`config.mk`:
```
export PLATFORM = sky130hd
export DESIGN_NAME = monotonic_bin_classifier
export DESIGN_NICKNAME = d
export VERILOG_FILES = /design/src/mbc_pkg.sv /design/src/monotonic_bin_classifier.sv /design/src/mbc_queue.sv /design/src/mbc_back.sv /design/src/mbc_front.sv
export SDC_FILE = /design/constraint.sdc
export NUM_CORES = 2
export LEC_CHECK = 0
export ABC_AREA = 1
export BUFFER_PORTS_ARGS = -buffer_cell sky130_fd_sc_hd__buf_2
export CORE_MARGIN = 4
export CORE_UTILIZATION = 67
export CTS_CLUSTER_DIAMETER = 80
export DETAILED_ROUTE_END_ITERATION = 10
export GPL_TIMING_DRIVEN = 0
export PLACE_DENSITY = 0.85
export SLEW_MARGIN = 20
export SYNTH_ARGS = -nofsm -noshare
export SYNTH_HDL_FRONTEND = slang
export SYNTH_SLANG_ARGS = --single-unit
export TNS_END_PERCENT = 10
```
`constraint.sdc`:
```
create_clock -name clk_i -period 6.3 [get_ports clk_i]
set_input_delay 1.26 -clock clk_i [delete_from_list [all_inputs] [get_ports clk_i]]
set_output_delay 1.26 -clock clk_i [all_outputs]
set_load 0.05 [all_outputs]
```
`src/mbc_pkg.sv`:
```
// Package for the monotonic bin classifier: shared constants, types and codes.
// Used by every module of the block; depends on nothing else.
package mbc_pkg;

  localparam int unsigned MaxEdgesDefault  = 64;
  localparam int unsigned ValueBitsDefault = 32;
  localparam int unsigned CountW           = 7;
  localparam int unsigned IndexW           = 6;

  // Operation codes of an input transaction.
  localparam logic OpLoad     = 1'b0;
  localparam logic OpClassify = 1'b1;

  // Status codes of a result.
  localparam logic StatusOk     = 1'b0;
  localparam logic StatusNonMono = 1'b1;

  // Back-end sequencer states.
  typedef enum logic [2:0] {
    StIdle = 3'b001,
    StScan = 3'b010,
    StDone = 3'b100
  } state_e;

endpackage

```
`src/monotonic_bin_classifier.sv`:
```
// Top level of the monotonic bin classifier.
// Depends on mbc_pkg, mbc_front, mbc_queue and mbc_back.
//
// Input channel (valid_i/stall_o): op_i selects a load of one edge at
// edge_index_i or the classification of value_i (signed fixed point).
// Output channel (valid_o/stall_i): one transaction of bin_number_o and
// status_o for each classify; loads give nothing.
// Configuration channel (cfg_valid_i/cfg_ready_o): writes edge_count;
// zero acts as one and values above MAX_EDGES saturate.
// A two-entry queue parts the front end from the back end. The back end
// takes a load whenever it is idle, so loads flow at one per cycle between
// scans. A classify scans the edge table memory one edge per cycle through
// its single read port, then registers the result and raises valid_o. A
// new classify starts only once the previous result has left.
// Reset empties the queue and the output; the edge table keeps no reset
// value and must be loaded before use. When the receiver stalls, the
// result is held and loads are still taken, but the next classify waits
// at the queue head; once the queue fills, stall_o rises.
module monotonic_bin_classifier import mbc_pkg::*; #(
  parameter int unsigned MAX_EDGES  = MaxEdgesDefault,
  parameter int unsigned VALUE_BITS = ValueBitsDefault
) (
  input  logic                  clk_i,
  input  logic                  rst_ni,
  input  logic                  valid_i,
  output logic                  stall_o,
  input  logic                  op_i,
  input  logic [IndexW-1:0]     edge_index_i,
  input  logic [VALUE_BITS-1:0] value_i,
  output logic                  valid_o,
  input  logic                  stall_i,
  output logic [CountW-1:0]     bin_number_o,
  output logic                  status_o,
  input  logic                  cfg_valid_i,
  output logic                  cfg_ready_o,
  input  logic [CountW-1:0]     cfg_data_i
);

  localparam int unsigned AddrW = $clog2(MAX_EDGES);
  localparam int unsigned NW    = $clog2(MAX_EDGES + 1);
  localparam int unsigned JobW  = AddrW + VALUE_BITS + 1;

  logic [NW-1:0]   count_q;
  logic            push, full, pop, empty;
  logic [JobW-1:0] push_job, pop_job;

  // Edge count register, clamped on write.
  assign cfg_ready_o = 1'b1;
  always_ff @(posedge clk_i or negedge rst_ni) begin
    if (!rst_ni) begin
      count_q <= NW'(1);
    end else if (cfg_valid_i) begin
      if (cfg_data_i == '0) count_q <= NW'(1);
      else if (32'(cfg_data_i) > MAX_EDGES) count_q <= NW'(MAX_EDGES);
      else count_q <= NW'(cfg_data_i);
    end
  end

  mbc_front #(.MaxEdges(MAX_EDGES), .ValueBits(VALUE_BITS)) u_front (
    .valid_i, .stall_o, .op_i, .edge_index_i, .value_i,
    .full_i(full), .push_o(push), .job_o(push_job)
  );

  mbc_queue #(.Width(JobW)) u_queue (
    .clk_i, .rst_ni, .push_i(push), .push_data_i(push_job), .full_o(full),
    .pop_i(pop), .pop_data_o(pop_job), .empty_o(empty)
  );

  mbc_back #(.MaxEdges(MAX_EDGES), .ValueBits(VALUE_BITS)) u_back (
    .clk_i, .rst_ni,
    .job_valid_i(!empty),
    .job_op_i(pop_job[JobW-1]),
    .job_index_i(pop_job[JobW-2 -: AddrW]),
    .job_key_i(pop_job[VALUE_BITS-1:0]),
    .count_i(count_q),
    .job_pop_o(pop),
    .valid_o, .stall_i, .bin_number_o, .status_o
  );

endmodule

```
`src/mbc_queue.sv`:
```
// Two-entry queue between the front end and the back end of the classifier.
// Depends on mbc_pkg for nothing but house style; width is a parameter.
module mbc_queue import mbc_pkg::*; #(
  parameter int unsigned Width = 40
) (
  input  logic             clk_i,
  input  logic             rst_ni,
  input  logic             push_i,
  input  logic [Width-1:0] push_data_i,
  output logic             full_o,
  input  logic             pop_i,
  output logic [Width-1:0] pop_data_o,
  output logic             empty_o
);

  logic [Width-1:0] mem_q [2];
  logic             wr_q, rd_q;
  logic [1:0]       cnt_q;

  assign full_o     = (cnt_q == 2'd2);
  assign empty_o    = (cnt_q == 2'd0);
  assign pop_data_o = mem_q[rd_q];

  // Pointers and fill count.
  always_ff @(posedge clk_i or negedge rst_ni) begin
    if (!rst_ni) begin
      wr_q  <= 1'b0;
      rd_q  <= 1'b0;
      cnt_q <= 2'd0;
    end else begin
      if (push_i) wr_q <= ~wr_q;
      if (pop_i) rd_q <= ~rd_q;
      cnt_q <= cnt_q + {1'b0, push_i} - {1'b0, pop_i};
    end
  end

  // Storage.
  always_ff @(posedge clk_i) begin
    if (push_i) mem_q[wr_q] <= push_data_i;
  end

endmodule

```
`src/mbc_back.sv`:
```
// Back end: edge table memory and the sequential scan that classifies a sample.
// Depends on mbc_pkg for codes, states and widths.
module mbc_back import mbc_pkg::*; #(
  parameter int unsigned MaxEdges  = MaxEdgesDefault,
  parameter int unsigned ValueBits = ValueBitsDefault,
  localparam int unsigned AddrW    = $clog2(MaxEdges),
  localparam int unsigned NW       = $clog2(MaxEdges + 1)
) (
  input  logic                 clk_i,
  input  logic                 rst_ni,
  input  logic                 job_valid_i,
  input  logic                 job_op_i,
  input  logic [AddrW-1:0]     job_index_i,
  input  logic [ValueBits-1:0] job_key_i,
  input  logic [NW-1:0]        count_i,
  output logic                 job_pop_o,
  output logic                 valid_o,
  input  logic                 stall_i,
  output logic [CountW-1:0]    bin_number_o,
  output logic                 status_o
);

  logic [ValueBits-1:0] mem_q [MaxEdges];
  logic [ValueBits-1:0] rd_q, prev_q, e0_q;
  state_e               state_q, state_d;
  logic [NW-1:0]        rd_addr_q;   // next address read
  logic [NW-1:0]        pos_q;       // index of the edge in rd_q
  logic                 dec_q, bad_q, found_q;
  logic [NW-1:0]        bin_q;
  logic [ValueBits-1:0] x_q;
  logic                 out_v_q;
  logic [CountW-1:0]    out_bin_q;
  logic                 out_st_q;
  logic                 start, mem_re;

  // Load writes the table; a classify starts a scan when the output is free.
  assign start     = job_valid_i && (job_op_i == OpClassify) && (state_q == StIdle)
                     && !out_v_q;
  assign job_pop_o = job_valid_i && (state_q == StIdle)
                     && ((job_op_i == OpLoad) || !out_v_q);
  assign mem_re    = start || (state_q == StScan);

  always_ff @(posedge clk_i) begin
    if (job_valid_i && state_q == StIdle && job_op_i == OpLoad)
      mem_q[job_index_i] <= job_key_i;
    if (mem_re)
      rd_q <= mem_q[start ? '0 : rd_addr_q[AddrW-1:0]];
  end

  always_comb begin
    state_d = state_q;
    case (state_q)
      StIdle:  if (start) state_d = StScan;
      StScan:  if (pos_q == count_i - NW'(1)) state_d = StDone;
      StDone:  state_d = StIdle;
      default: state_d = StIdle;
    endcase
  end

  // Scan: one edge per cycle; direction from the first pair, checks on each pair.
  always_ff @(posedge clk_i or negedge rst_ni) begin
    if (!rst_ni) begin
      state_q   <= StIdle;
      rd_addr_q <= '0;
      pos_q     <= '0;
      out_v_q   <= 1'b0;
    end else begin
      state_q <= state_d;
      if (valid_o && !stall_i) out_v_q <= 1'b0;
      if (start) begin
        rd_addr_q <= NW'(1);
        pos_q     <= '0;
      end else if (state_q == StScan) begin
        rd_addr_q <= rd_addr_q + NW'(1);
        pos_q     <= pos_q + NW'(1);
      end
      if (state_q == StDone) out_v_q <= 1'b1;
    end
  end

  always_ff @(posedge clk_i) begin
    if (start) begin
      x_q     <= job_key_i;
      bad_q   <= 1'b0;
      found_q <= 1'b0;
      bin_q   <= '0;
    end else if (state_q == StScan) begin
      prev_q <= rd_q;
      if (pos_q == '0) begin
        e0_q <= rd_q;
        if (x_q < rd_q) begin
          found_q <= 1'b1;
          bin_q   <= '0;
        end
      end else begin
        if (pos_q == NW'(1)) begin
          dec_q <= (e0_q > rd_q);
          if (e0_q > rd_q) begin
            // Decreasing: bin is one past the last edge above x.
            bin_q <= (x_q < e0_q) ? ((x_q < rd_q) ? NW'(2) : NW'(1)) : '0;
          end else if (!found_q && x_q < rd_q) begin
            found_q <= 1'b1;
            bin_q   <= NW'(1);
          end
        end else if (dec_q) begin
          if (prev_q < rd_q) bad_q <= 1'b1;
          if (x_q < rd_q) bin_q <= pos_q + NW'(1);
        end else begin
          if (prev_q > rd_q) bad_q <= 1'b1;
          if (!found_q && x_q < rd_q) begin
            found_q <= 1'b1;
            bin_q   <= pos_q;
          end
        end
      end
    end
    if (state_q == StDone) begin
      out_st_q <= bad_q ? StatusNonMono : StatusOk;
      if (count_i == NW'(1))
        out_bin_q <= found_q ? '0 : CountW'(1);
      else if (bad_q)
        out_bin_q <= '0;
      else if (!dec_q && !found_q)
        out_bin_q <= CountW'(count_i);
      else
        out_bin_q <= CountW'(bin_q);
    end
  end

  assign valid_o      = out_v_q;
  assign bin_number_o = out_bin_q;
  assign status_o     = out_st_q;

endmodule

```
`src/mbc_front.sv`:
```
// Front end: accepts transactions, turns values into order keys, fills the queue.
// Depends on mbc_pkg for codes and widths.
module mbc_front import mbc_pkg::*; #(
  parameter int unsigned MaxEdges  = MaxEdgesDefault,
  parameter int unsigned ValueBits = ValueBitsDefault,
  localparam int unsigned AddrW    = $clog2(MaxEdges)
) (
  input  logic                 valid_i,
  output logic                 stall_o,
  input  logic                 op_i,
  input  logic [IndexW-1:0]    edge_index_i,
  input  logic [ValueBits-1:0] value_i,
  input  logic                 full_i,
  output logic                 push_o,
  output logic [AddrW+ValueBits:0] job_o
);

  logic [IndexW:0] idx_ext;
  logic            in_range;

  // A load beyond the table is dropped here and never queued.
  assign idx_ext  = {1'b0, edge_index_i};
  assign in_range = (32'(idx_ext) < MaxEdges);
  assign stall_o  = full_i;
  assign push_o   = valid_i && !full_i && ((op_i == OpClassify) || in_range);
  assign job_o    = {op_i, AddrW'(edge_index_i),
                     value_i ^ {1'b1, {(ValueBits-1){1'b0}}}};

endmodule

```
==> summary.md <==
| Metric | Value |
|---|---|
| Slew Limit Fails | `0` |
| Worst R2R End | `u_back.rd_q[18]` |
| Setup tns final | `0 ps` |
| Fraction of layout cells with a size suffix above 1 | `10.88%` |
| Finished Core Util | `76.11%` |
| CTS tree | `done` |
| Final period util | `72.69%` |
| Share of Yosys cell area claimed by the top area cell type | `69.07%` |
| I/O Buffers | `59` |
| CP endpoint | `u_back.rd_q[18]` |
| Post-Syn Nets | `8401` |
| Site Rows | `140` |
| ANT nets after route | `0` |
| Worst Setup Start Kind | `register` |
| Syn_area_per_cell | `11.97 um2` |
| Tot Pwr | `0.05290 W` |
| Hold buffers post-CTS | `0` |
| H-tree Lvls | `4` |
| Worst Skew | `29.57 ps` |
| FF-to-FF path depth | `12` |
| Clock Sinks | `2300` |
| HP Class | `in2async` |
| Most used flip-flop cell after synthesis | `edfxtp_1` |
| Worst path arrival time | `5240 ps` |
| Post-synth EDFFs | `2263` |
| Initial Util | `67.50%` |
| Max-cap viol count | `0` |
| Max IR drop VDD | `0.5817 mV` |
| Lkg Pwr | `42.91 nW` |
| PnR worst setup slack | `1720 ps` |
| Post-CTS Repair Setup Buffers | `0` |
| Total number of vias | `70837` |
| Post-synth top cells | `edfxtp_1 (2263), nand2_1 (1583), inv_1 (1311)` |
| Final WL | `314.1 mm` |
| Yosys reg bits | `2300` |
| IO Count | `62` |
| Hold Vio Cnt, Final | `0` |
| Syn Inst Count | `8216` |
| Final nets | `8778` |
| Pre-antenna DRT Iters | `7` |
| Worst slew pin tran | `1238 ps` |
| Pin count of the biggest net entering global routing | `54` |
| Top cell type by total area after synthesis | `edfxtp_1` |
| Area Growth Syn to Fin | `12.75%` |
| Cts bufs inserted | `213` |
| RSZ-0062 raised after global routing | `no` |
| Flop2flop setup slack | `1720 ps` |
| Sequential cell area fraction in the yosys report | `69.97%` |
| Post-Syn Area | `98380 um2` |
| Antenna violations before repair | `33` |
| Post-Place Worst Slack | `2160 ps` |
| Root buf cell | `clkbuf_16` |
| Longest Clk Path Bufs | `3` |
| First-pass GRT wire length | `445.8 mm` |
| Max_slew headroom | `16.58%` |
| Layout fillers | `8247` |
| Clock-pin slew on the worst setup and hold paths | `60 ps` |
| CP endpoint kind | `register` |
| Setup-failing EPs final | `0` |
| Post-layout min period | `4580 ps` |
| Area post-placement | `104000 um2` |
| Crit Path Class | `reg2reg` |
| Worst EP required | `6960 ps` |
| Ys async rst share | `1.217%` |
| Synth unique cells | `44` |
| CTS resizes | `0` |
| Worst skew pair latency | `880 ps` |
| Reg-to-Reg Start | `u_back.state_q[0]` |
| Vias in the first global route | `67640` |
| Crit path from | `u_back.state_q[0]` |
| Max Clock Freq | `218.4 MHz` |
| Via density | `6.615` |
| Total track usage | `40.79%` |
| Gpl congestion | `1.057` |
| Core ar. | `145700 um2` |
| HPWL Detailed | `213.2 mm` |
| Die area | `153000 um2` |
| Top-count cell post-synth | `edfxtp_1` |
| Horiz. Die Dim | `391.2 um` |
| Synth area leaders | `edfxtp_1 (69%), nand3_1 (6.4%), nand2_1 (6.0%)` |
| Synthesis Warnings | `0` |
| Routed length per placed instance | `29.33 um` |
| PwrDens | `476.9 nW/um2` |
| # DRC | `0` |
| DR iter-0 viols | `13394` |
| Die Ht | `391.2 um` |
| Outcome | `finished clean` |
| Final Cell Area | `110900 um2` |
| CP max FO | `11` |
| GRT overflow | `0` |
through the flow:
stage          hold slack [ps]  cells
2_1_floorplan            408.2   8216
3_3_place_gp             451.9  10192
3_5_place_dp             422.9  10295
4_1_cts                  390.2  10692
5_1_grt                  459.3  10693
6_report                 410.9  10709
cells by family after synthesis:
group / share of synthesized area (%)
compound gates: 6.312
simple gates: 13.79
other cells: 0.003812
buf+inv: 7.651
mux: 0.3765
xor+xnor: 0.1869
flops: 69.97
fa+ha+maj: 1.704
layer usage:
metal,vias to the layer above,routed length (um),GRT usage (%)
li1,29384,-,-
met1,33467,102500,52.91
met2,6662,134900,59.34
met3,1300,53280,15.06
met4,24,23310,24.47
met5,-,189,0
report_power, final:
| group | internal [W] | leakage, nW | switching (W) |
|---|---|---|---|
| clock | 0.00713 | 3.36 | 0.00582 |
| sequential | 0.0195 | 20.8 | 0.000336 |
| combinational | 0.00504 | 18.7 | 0.0151 |
| total | 0.0317 | 42.9 | 0.0212 |
critical path, cell delays in order (launching register included):
cell	delay (ps)
dfstp_2	550
nand3_1	170
a21oi_2	220
nand3_4	150
nand2_4	230
clkbuf_1	870
buf_2	380
nand3_1	110
nand3_1	100
nand3_1	250
nand3_1	330
nand3_1	520
nand2_1	440
flip-flops by register name, summed over array words and instances, names as in the netlist, 3 cells and up:
register / flops
count_q: 7
u_back.bin_number_o: 7
u_back.bin_q: 7
u_back.e0_q: 32
u_back.mem_q: 2048
u_back.pos_q: 7
u_back.prev_q: 32
u_back.rd_addr_q: 6
u_back.rd_q: 32
u_back.state_q: 3
u_back.x_q: 32
u_queue.mem_q: 78
area by class of cell:
class | count | area, um2 | area share, %
flip-flops and latches | 2300 | 68840 | 62.06
plain buffers | 461 | 2591 | 2.336
repair buffers | 162 | 2552 | 2.301
clock inverters | 125 | 1340 | 1.208
clock buffers | 272 | 5582 | 5.032
diodes | 17 | 42.54 | 0.03835
well taps | 1917 | 2399 | 2.162
inverters | 1316 | 4940 | 4.453
multi-input cells | 4139 | 22640 | 20.41
worst min-delay path by stage:
stage | from | end | slack (ps)
floorplan | u_back.bad_q | u_back.status_o | 410
global placement | u_back.bad_q | u_back.status_o | 450
detailed placement | u_back.bad_q | u_back.status_o | 420
CTS | rst_ni | u_back.pos_q[5] | 390
global route | rst_ni | u_queue.wr_q | 460
finish | rst_ni | u_queue.wr_q | 410
cell usage in the layout, fill, tap and decap left out, types with 50 or more instances in the layout:
master,instances
buf_12,77
buf_1,54
o211ai_1,675
clkbuf_1,152
clkbuf_16,213
nand2_1,1583
buf_2,270
inv_1,1309
buf_6,61
ha_1,134
nand3_1,1262
clkinv_1,50
nor2_1,74
edfxtp_1,2263
nor2_4,67
a21oi_1,77
(Power assumes the default switching activity.)
